<file path="config.mk">
export PLATFORM = sky130hd
export DESIGN_NAME = speck_davies_meyer_string_hash_unit
export DESIGN_NICKNAME = d
export VERILOG_FILES = /design/src/sdmsh_pkg.sv /design/src/sdmsh_ctrl.sv /design/src/sdmsh_dp.sv /design/src/speck_davies_meyer_string_hash_unit.sv
export SDC_FILE = /design/constraint.sdc
export NUM_CORES = 1
export LEC_CHECK = 0
export BUFFER_PORTS_ARGS = -buffer_cell sky130_fd_sc_hd__buf_4
export CORE_ASPECT_RATIO = 0.5
export CORE_MARGIN = 3
export CORE_UTILIZATION = 63
export CTS_BUF_LIST = sky130_fd_sc_hd__clkbuf_2
export DETAILED_ROUTE_END_ITERATION = 10
export PLACE_DENSITY = 0.8
export SLEW_MARGIN = 25
export SYNTH_ARGS = -nofsm -noshare
export SYNTH_HDL_FRONTEND = slang
export SYNTH_HIERARCHICAL = 1
export SYNTH_SLANG_ARGS = --single-unit
</file>
<file path="constraint.sdc">
create_clock -name i_clk -period 4.9 [get_ports i_clk]
set_input_delay 0.98 -clock i_clk [delete_from_list [all_inputs] [get_ports i_clk]]
set_output_delay 0.98 -clock i_clk [all_outputs]
set_load 0.1 [all_outputs]
</file>
<file path="src/sdmsh_pkg.sv">
`timescale 1ns / 1ps
// ----------------------------------------------------------------------------
// sdmsh_pkg - shared definitions for the Speck Davies-Meyer string hash
// Constants, rotate helper and the controller/datapath command and status
// structs.
// ----------------------------------------------------------------------------
package sdmsh_pkg;

    // Block and cipher geometry
    localparam int BLOCK_BYTES          = 16;
    localparam int FILL_W               = $clog2(BLOCK_BYTES);
    localparam int LEN_OFFSET           = BLOCK_BYTES - 4;
    localparam int SPECK_ROUNDS         = 27;
    localparam int RND_W                = $clog2(SPECK_ROUNDS);
    localparam int ROT_A                = 8;
    localparam int ROT_B                = 29;
    localparam logic [7:0] PAD_BYTE     = 8'h80;
    localparam int DEF_MAX_STRING_BYTES = 64;

    // Configuration register map (8-byte stride)
    localparam int PADDR_W              = 4;
    localparam logic REG_IV             = 1'b0;

    // Controller to datapath commands
    typedef struct packed {
        logic accept;     // input item taken this cycle
        logic run_load;   // load cipher state and key from buffer
        logic run_round;  // one Speck round
        logic pad2;       // second padding block: zeros plus length
        logic emit;       // copy chaining value to output, rearm
    } t_dp_cmd;

    // Datapath to controller status
    typedef struct packed {
        logic terminate;  // current item ends the string
        logic fill_high;  // pad byte lands in the length word
        logic fill_last;  // current item completes a block
        logic round_last; // final round in progress
    } t_dp_status;

    // 32-bit rotate right by a constant amount
    function automatic logic [31:0] rotr32(input logic [31:0] v, input int n);
        return (v >> n) | (v << (32 - n));
    endfunction

endpackage

</file>
<file path="src/sdmsh_ctrl.sv">
`timescale 1ns / 1ps
// ----------------------------------------------------------------------------
// sdmsh_ctrl - hash controller
// Sequences byte intake, block compression, the optional second padding
// block and hand-off of the result to the output register.
// ----------------------------------------------------------------------------
module sdmsh_ctrl
    import sdmsh_pkg::*;
(
    input  logic       i_clk,
    input  logic       i_rst_n,
    input  logic       i_valid,
    output logic       o_stall,
    output logic       o_valid,
    input  logic       i_stall,
    input  t_dp_status i_sts,
    output t_dp_cmd    o_cmd
);

    localparam logic [2:0] S_IDLE  = 3'd0;
    localparam logic [2:0] S_LOAD  = 3'd1;
    localparam logic [2:0] S_ROUND = 3'd2;
    localparam logic [2:0] S_PAD2  = 3'd3;
    localparam logic [2:0] S_EMIT  = 3'd4;

    logic [2:0] r_state, n_state;
    logic       r_term, n_term;
    logic       r_second, n_second;
    logic       r_out_valid, n_out_valid;
    logic       out_free;

    // Output register can take a new result
    assign out_free = !r_out_valid || !i_stall;

    // Commands
    assign o_cmd.accept    = (r_state == S_IDLE) && i_valid;
    assign o_cmd.run_load  = (r_state == S_LOAD);
    assign o_cmd.run_round = (r_state == S_ROUND);
    assign o_cmd.pad2      = (r_state == S_PAD2);
    assign o_cmd.emit      = (r_state == S_EMIT) && out_free;

    assign o_stall = (r_state != S_IDLE);
    assign o_valid = r_out_valid;

    // Next state
    always_comb begin
        n_state  = r_state;
        n_term   = r_term;
        n_second = r_second;
        unique case (r_state)
            S_IDLE: begin
                if (i_valid) begin
                    if (i_sts.terminate) begin
                        n_term   = 1'b1;
                        n_second = i_sts.fill_high;
                        n_state  = S_LOAD;
                    end else if (i_sts.fill_last) begin
                        n_term  = 1'b0;
                        n_state = S_LOAD;
                    end
                end
            end
            S_LOAD: n_state = S_ROUND;
            S_ROUND: begin
                if (i_sts.round_last) begin
                    if (r_second) begin
                        n_second = 1'b0;
                        n_state  = S_PAD2;
                    end else if (r_term) begin
                        n_state = S_EMIT;
                    end else begin
                        n_state = S_IDLE;
                    end
                end
            end
            S_PAD2: n_state = S_LOAD;
            S_EMIT: begin
                if (out_free) begin
                    n_term  = 1'b0;
                    n_state = S_IDLE;
                end
            end
            default: n_state = S_IDLE;
        endcase
    end

    // Output valid flag
    always_comb begin
        n_out_valid = r_out_valid;
        if (r_out_valid && !i_stall) begin
            n_out_valid = 1'b0;
        end
        if (o_cmd.emit) begin
            n_out_valid = 1'b1;
        end
    end

    always_ff @(posedge i_clk) begin
        if (!i_rst_n) begin
            r_state     <= S_IDLE;
            r_term      <= 1'b0;
            r_second    <= 1'b0;
            r_out_valid <= 1'b0;
        end else begin
            r_state     <= n_state;
            r_term      <= n_term;
            r_second    <= n_second;
            r_out_valid <= n_out_valid;
        end
    end

endmodule

</file>
<file path="src/sdmsh_dp.sv">
`timescale 1ns / 1ps
// ----------------------------------------------------------------------------
// sdmsh_dp - hash datapath
// Block buffer, byte counters, chaining value, one Speck-64/128 round unit
// with its key schedule, and the result register.
// ----------------------------------------------------------------------------
module sdmsh_dp
    import sdmsh_pkg::*;
#(
    parameter int MAX_STRING_BYTES = DEF_MAX_STRING_BYTES
) (
    input  logic        i_clk,
    input  logic        i_rst_n,
    input  t_dp_cmd     i_cmd,
    output t_dp_status  o_sts,
    input  logic [7:0]  i_data_byte,
    input  logic [63:0] i_iv,
    output logic [63:0] o_hash_value
);

    localparam int CNT_W = $clog2(MAX_STRING_BYTES + 1);

    logic [7:0]        r_buf [BLOCK_BYTES];
    logic [7:0]        n_buf [BLOCK_BYTES];
    logic [FILL_W-1:0] r_fill;
    logic [CNT_W-1:0]  r_count;
    logic [63:0]       r_chain;
    logic [63:0]       r_hash;
    logic [31:0]       r_a, r_b;
    logic [31:0]       r_k [4];
    logic [RND_W-1:0]  r_round;
    logic [31:0]       n_a, n_b, n_k3, n_k0;
    logic [31:0]       len_word;

    // Status
    assign o_sts.terminate  = (i_data_byte == 8'd0) ||
                              (r_count >= CNT_W'(MAX_STRING_BYTES));
    assign o_sts.fill_high  = (r_fill >= FILL_W'(LEN_OFFSET));
    assign o_sts.fill_last  = (r_fill == FILL_W'(BLOCK_BYTES - 1));
    assign o_sts.round_last = (r_round == RND_W'(SPECK_ROUNDS - 1));

    // Bit length of the string
    assign len_word = 32'({r_count, 3'b000});

    // Next buffer contents
    always_comb begin
        for (int i = 0; i < BLOCK_BYTES; i++) begin
            n_buf[i] = r_buf[i];
        end
        if (i_cmd.accept) begin
            if (o_sts.terminate) begin
                // pad byte, zeros after it, length if it still fits
                for (int i = 0; i < BLOCK_BYTES; i++) begin
                    if (FILL_W'(i) == r_fill) begin
                        n_buf[i] = PAD_BYTE;
                    end else if (FILL_W'(i) > r_fill) begin
                        n_buf[i] = 8'd0;
                    end
                end
                if (!o_sts.fill_high) begin
                    for (int j = 0; j < 4; j++) begin
                        n_buf[LEN_OFFSET + j] = len_word[8*j +: 8];
                    end
                end
            end else begin
                for (int i = 0; i < BLOCK_BYTES; i++) begin
                    if (FILL_W'(i) == r_fill) begin
                        n_buf[i] = i_data_byte;
                    end
                end
            end
        end else if (i_cmd.pad2) begin
            for (int i = 0; i < BLOCK_BYTES; i++) begin
                n_buf[i] = 8'd0;
            end
            for (int j = 0; j < 4; j++) begin
                n_buf[LEN_OFFSET + j] = len_word[8*j +: 8];
            end
        end
    end

    always_ff @(posedge i_clk) begin
        for (int i = 0; i < BLOCK_BYTES; i++) begin
            r_buf[i] <= n_buf[i];
        end
    end

    // Fill index and byte count
    always_ff @(posedge i_clk) begin
        if (!i_rst_n) begin
            r_fill  <= '0;
            r_count <= '0;
        end else if (i_cmd.emit) begin
            r_fill  <= '0;
            r_count <= '0;
        end else if (i_cmd.accept && !o_sts.terminate) begin
            r_fill  <= r_fill + FILL_W'(1);
            r_count <= r_count + CNT_W'(1);
        end
    end

    // Speck round and key schedule step
    always_comb begin
        n_a  = (rotr32(r_a, ROT_A) + r_b) ^ r_k[0];
        n_b  = rotr32(r_b, ROT_B) ^ n_a;
        n_k3 = (rotr32(r_k[1], ROT_A) + r_k[0]) ^ 32'(r_round);
        n_k0 = rotr32(r_k[0], ROT_B) ^ n_k3;
    end

    always_ff @(posedge i_clk) begin
        if (i_cmd.run_load) begin
            r_a     <= r_chain[31:0];
            r_b     <= r_chain[63:32];
            r_round <= '0;
            for (int w = 0; w < 4; w++) begin
                r_k[w] <= {r_buf[4*w+3], r_buf[4*w+2], r_buf[4*w+1], r_buf[4*w]};
            end
        end else if (i_cmd.run_round) begin
            r_a     <= n_a;
            r_b     <= n_b;
            r_round <= r_round + RND_W'(1);
            r_k[0]  <= n_k0;
            r_k[1]  <= r_k[2];
            r_k[2]  <= r_k[3];
            r_k[3]  <= n_k3;
        end
    end

    // Chaining value: load at string start, fold in ciphertext after last round
    always_ff @(posedge i_clk) begin
        if (i_cmd.accept && (r_count == '0)) begin
            r_chain <= i_iv;
        end else if (i_cmd.run_round && o_sts.round_last) begin
            r_chain <= r_chain ^ {n_b, n_a};
        end
    end

    // Result register
    always_ff @(posedge i_clk) begin
        if (i_cmd.emit) begin
            r_hash <= r_chain;
        end
    end

    assign o_hash_value = r_hash;

endmodule

</file>
<file path="src/speck_davies_meyer_string_hash_unit.sv">
`timescale 1ns / 1ps
// ----------------------------------------------------------------------------
// speck_davies_meyer_string_hash_unit - Davies-Meyer hash over Speck-64/128
// Bytes are packed into 16-byte blocks that key Speck; a zero byte or the
// length limit ends the string and the padded 64-bit hash is emitted.
// ----------------------------------------------------------------------------
// Intake: a byte that does not fill a block is taken without a stall; one that
//   fills a block stalls the input while the block loads and the Speck rounds run.
// A terminating item's hash goes through load, rounds and emit (with a second
//   pad block before emit if needed) into the output register.
// No new bytes are taken while a block is compressed by the single Speck round unit.
// Reset: synchronous active low; clears control, counters and initial_value.
// ----------------------------------------------------------------------------
module speck_davies_meyer_string_hash_unit
    import sdmsh_pkg::*;
#(
    parameter int MAX_STRING_BYTES = DEF_MAX_STRING_BYTES
) (
    input  logic               i_clk,
    input  logic               i_rst_n,
    // byte input
    input  logic               i_valid,
    output logic               o_stall,
    input  logic [7:0]         i_data_byte,
    // hash output
    output logic               o_valid,
    input  logic               i_stall,
    output logic [63:0]        o_hash_value,
    // configuration
    input  logic               psel,
    input  logic               penable,
    input  logic               pwrite,
    input  logic [PADDR_W-1:0] paddr,
    input  logic [63:0]        pwdata,
    output logic [63:0]        prdata,
    output logic               pready
);

    t_dp_cmd     cmd;
    t_dp_status  sts;
    logic [63:0] r_iv;

    // Configuration register
    assign pready = 1'b1;

    always_ff @(posedge i_clk) begin
        if (!i_rst_n) begin
            r_iv <= '0;
        end else if (psel && penable && pwrite && pready && (paddr[3] == REG_IV)) begin
            r_iv <= pwdata;
        end
    end

    assign prdata = (paddr[3] == REG_IV) ? r_iv : 64'd0;

    sdmsh_ctrl u_ctrl (
        .i_clk   (i_clk),
        .i_rst_n (i_rst_n),
        .i_valid (i_valid),
        .o_stall (o_stall),
        .o_valid (o_valid),
        .i_stall (i_stall),
        .i_sts   (sts),
        .o_cmd   (cmd)
    );

    sdmsh_dp #(
        .MAX_STRING_BYTES (MAX_STRING_BYTES)
    ) u_dp (
        .i_clk        (i_clk),
        .i_rst_n      (i_rst_n),
        .i_cmd        (cmd),
        .o_sts        (sts),
        .i_data_byte  (i_data_byte),
        .i_iv         (r_iv),
        .o_hash_value (o_hash_value)
    );

endmodule

</file>
==> results.md <==
- Dpl cells: 3034
- Die area: 0.0451 mm²
- Postcts setup bufs: 0
- TritonCTS clock tree: done
- Site Rows: 52
- Slew @ Worst Pin: 1.06 ns
- # nets final: 2736
- Final hold viol count: 0
- Clock-pin transition on the worst setup and hold timing paths: 0.13 ns
- CTS resizes: 0
- Critical Path Fanout Max: 7
- Top cell by count, worst path: a211oi_1
- Synthesis-to-layout area growth: 11.2%
- Reg power frac: 49.5%
- Max-slew violations: 0
- Initial antenna violation count: 1
- Core area: 0.0412 mm²
- Most numerous cell in the Yosys netlist: nand2_1
- 1st-iter DRT viols: 1939
- Clock Skew: 0.0698 ns
- Internal Power: 8.26 mW
- Synth area leader: edfxtp_1
- VDD IR max: 0.183 mV
- Total number of vias: 18958
- Worst slew margin: 29.1%
- CTS sink count: 534
- DRC Markers: 0
- Synth async-reset ratio: 0%
- Startpoint types: flop
- Hold_ws: 0.163 ns
- WL/cell: 20.6 µm
- Root buf cell: clkbuf_2
- Fillcell total: 2960
- H-tree Lvls: 3
- Worst-Skew Late Latency: 1.06 ns
- Register bit total from synthesis: 534
- Sequential area share after synthesis: 56.7%
- Total net switching power: 4.23 mW
- Largest net degree at the start of global routing: 94
- Sw Share: 33.8%
- Hold Buf Count CTS: 0
- Post-Synthesis Net Count: 2511
- Vias in the first global route: 17672
- Combinational Power Share: 29.0%
- Post-route insts no fill: 3238
- Max-cap violations: 0
- Die Y: 152 µm
- Crit Path Class: flop to flop
- RSZ-0062 raised after global routing: false
- Minimum clock period after layout: 3.73 ns
- Syn Std Cell Area: 0.0268 mm²
- Antenna-violating nets left: 0
- Worst path arrival time: 4.50 ns
- Post-Route WL: 66700 µm
- Io pins: 214
- Synth top cells by count: 532 x nand2_1, 448 x edfxtp_1, 120 x xnor2_1
- Storage cell area: 0.0152 mm²
- Yosys warns: 6
- Netlist cell types: 79
- EDFF count, synth: 448
- GRT Total Usage: 29.0%
- WP data required: 5.67 ns
- Fin crit share: 76.2%
- Setup TNS: 0 ns
- Final setup violation count: 0
- Dpl hpwl: 46900 µm
- Max frequency: 268 MHz
- Drt first pass iters: 6
- Total CTS buffers: 113
- Syn avg cell area: 11.4 µm²
- Multi-input gate area: 0.0110 mm²
- Synth area leaders: edfxtp_1 50%, nand2_1 7.5%, dfxtp_1 6.4%
- Layout cells sized above 1: 18.4%
- Hold Path Class: primary input to flop
- Ys flop type: edfxtp_1
- Initial Util: 65.0%
- Overall power: 12.5 mW
- Mapped Cells: 2357
- Pleak: 11.7 nW
- Placer Congestion: 0.948
- Die span in x: 298 µm
- Grt ovf: 0
- Clock power frac: 21.5%
- CP cell instances: ha_1 -> fa_1 -> a211oi_1 -> nor2_1 -> o31ai_1 -> a211oi_1 -> o21ai_1 -> and3_1 -> xnor3_1 -> mux2_2
- First-pass GRT wire length: 99800 µm
- Clock Path Buffers: 3
- Via density: 5.85
- Slowest stage delay, CP: 0.51 ns
- Crit-path slowest cell: edfxtp_1
- Status: completed
- Yosys top cell area share: 50.3%
- Power Dens Cells: 420 mW/mm²
- Buffers on Ports: 209
- Worst Setup End Kind: flop
critical path: cells and delay by family, from the launching register on:
family                     cells  cell delay, ns
AOI/OAI and AO/OA              4            1.37
xor gates and xnor gates       1            0.23
adders and majority gates      2            0.69
DFF                            1            0.51
muxes                          1            0.27
and+or+nand+nor                2            0.41
worst paths after layout:
check | startpoint | end | slack, ns | cells past startpoint
hold / removal | pwdata[9] | r_iv[9] | 0.16 | 3
hold reg to reg | u_dp/r_chain[3] | u_dp/o_hash_value[3] | 0.47 | 0
setup reg to reg | u_dp/r_k[0][0] | u_dp/r_k[0][22] | 1.17 | 10
setup / recovery | u_dp/r_k[0][0] | u_dp/r_k[0][22] | 1.17 | 10
logic make-up (layout without fill, tap and decap cells):
| family | after synthesis | after routing | share of synthesized area [%] |
|---|---|---|---|
| DFF | 534 | 534 | 56.7 |
| muxes | 112 | 112 | 4.39 |
| xor gates and xnor gates | 224 | 224 | 8.83 |
| and+or+nand+nor | 849 | 849 | 14.0 |
| adders and majority gates | 71 | 71 | 3.37 |
| AOI/OAI and AO/OA | 418 | 418 | 10.2 |
| buffers and inverters | 148 | 460 | 2.53 |
| other | 1 | 3 | 0.0140 |
area by class of cell:
| cell class | instances | share of cell area [%] |
|---|---|---|
| antenna | 2 | 0.0168 |
| clock buffer | 171 | 2.87 |
| clock inverter | 31 | 0.517 |
| inverter | 28 | 0.353 |
| multi-input combinational | 1675 | 36.9 |
| sequential | 534 | 51.0 |
| tap | 567 | 2.38 |
| timing repair buffer | 230 | 5.97 |
flip-flops by register name (all words and copies together), names as in the netlist:
register,cells
u_dp/o_hash_value,64
u_dp/r_round,5
u_dp/r_k,128
u_dp/r_buf,128
u_dp/r_b,32
u_dp/r_a,32
u_dp/r_count,7
u_dp/r_chain,64
u_dp/r_fill,4
u_ctrl/r_state,3
u_ctrl/r_second,1
u_ctrl/r_term,1
u_ctrl/o_valid,1
r_iv,64
metal layers:
layer | track usage (%) | wire (µm) | up-vias
li1 | - | - | 8890
met1 | 42.6 | 29200 | 9078
met2 | 43.0 | 29100 | 890
met3 | 7.29 | 6990 | 100
met4 | 8.60 | 1430 | 0
met5 | 0 | 0 | -
per-stage QoR:
stage | worst slack [ns] | instance area [µm²] | util, %
detailed placement | 1.10 | 28700 | 69.8
floorplan | 0.479 | 26800 | -
finish | 1.17 | 29800 | 72.3
global route | 0.946 | 29800 | 72.3
global placement | 1.23 | 28700 | 69.8
CTS | 1.20 | 29800 | 72.3
power by group through the flow:
stage / logic (mW) / clock network, mW / registers [mW]
after global placement: 3.45 / 0 / 6.25
after detailed placement: 3.56 / 0 / 6.27
final: 3.62 / 2.68 / 6.18
after floorplan: 2.72 / 0 / 6.12
after CTS: 3.58 / 2.75 / 6.17
after global routing: 3.94 / 2.96 / 6.22
cells in the final DEF, fill, tap and decap left out, types with 25 or more instances in the layout:
master,n
clkinv_1,26
nor2b_1,71
clkbuf_2,171
buf_4,226
xnor3_1,28
xor2_1,75
edfxtp_1,448
nand2_1,531
o21ai_0,107
nor2_1,89
dfxtp_1,86
inv_1,28
mux2i_1,68
mux2_2,44
a21oi_1,111
nor3_1,25
xnor2_1,120
ha_1,69
a21o_1,40
No activity file was read; power rests on OpenSTA's default activity.
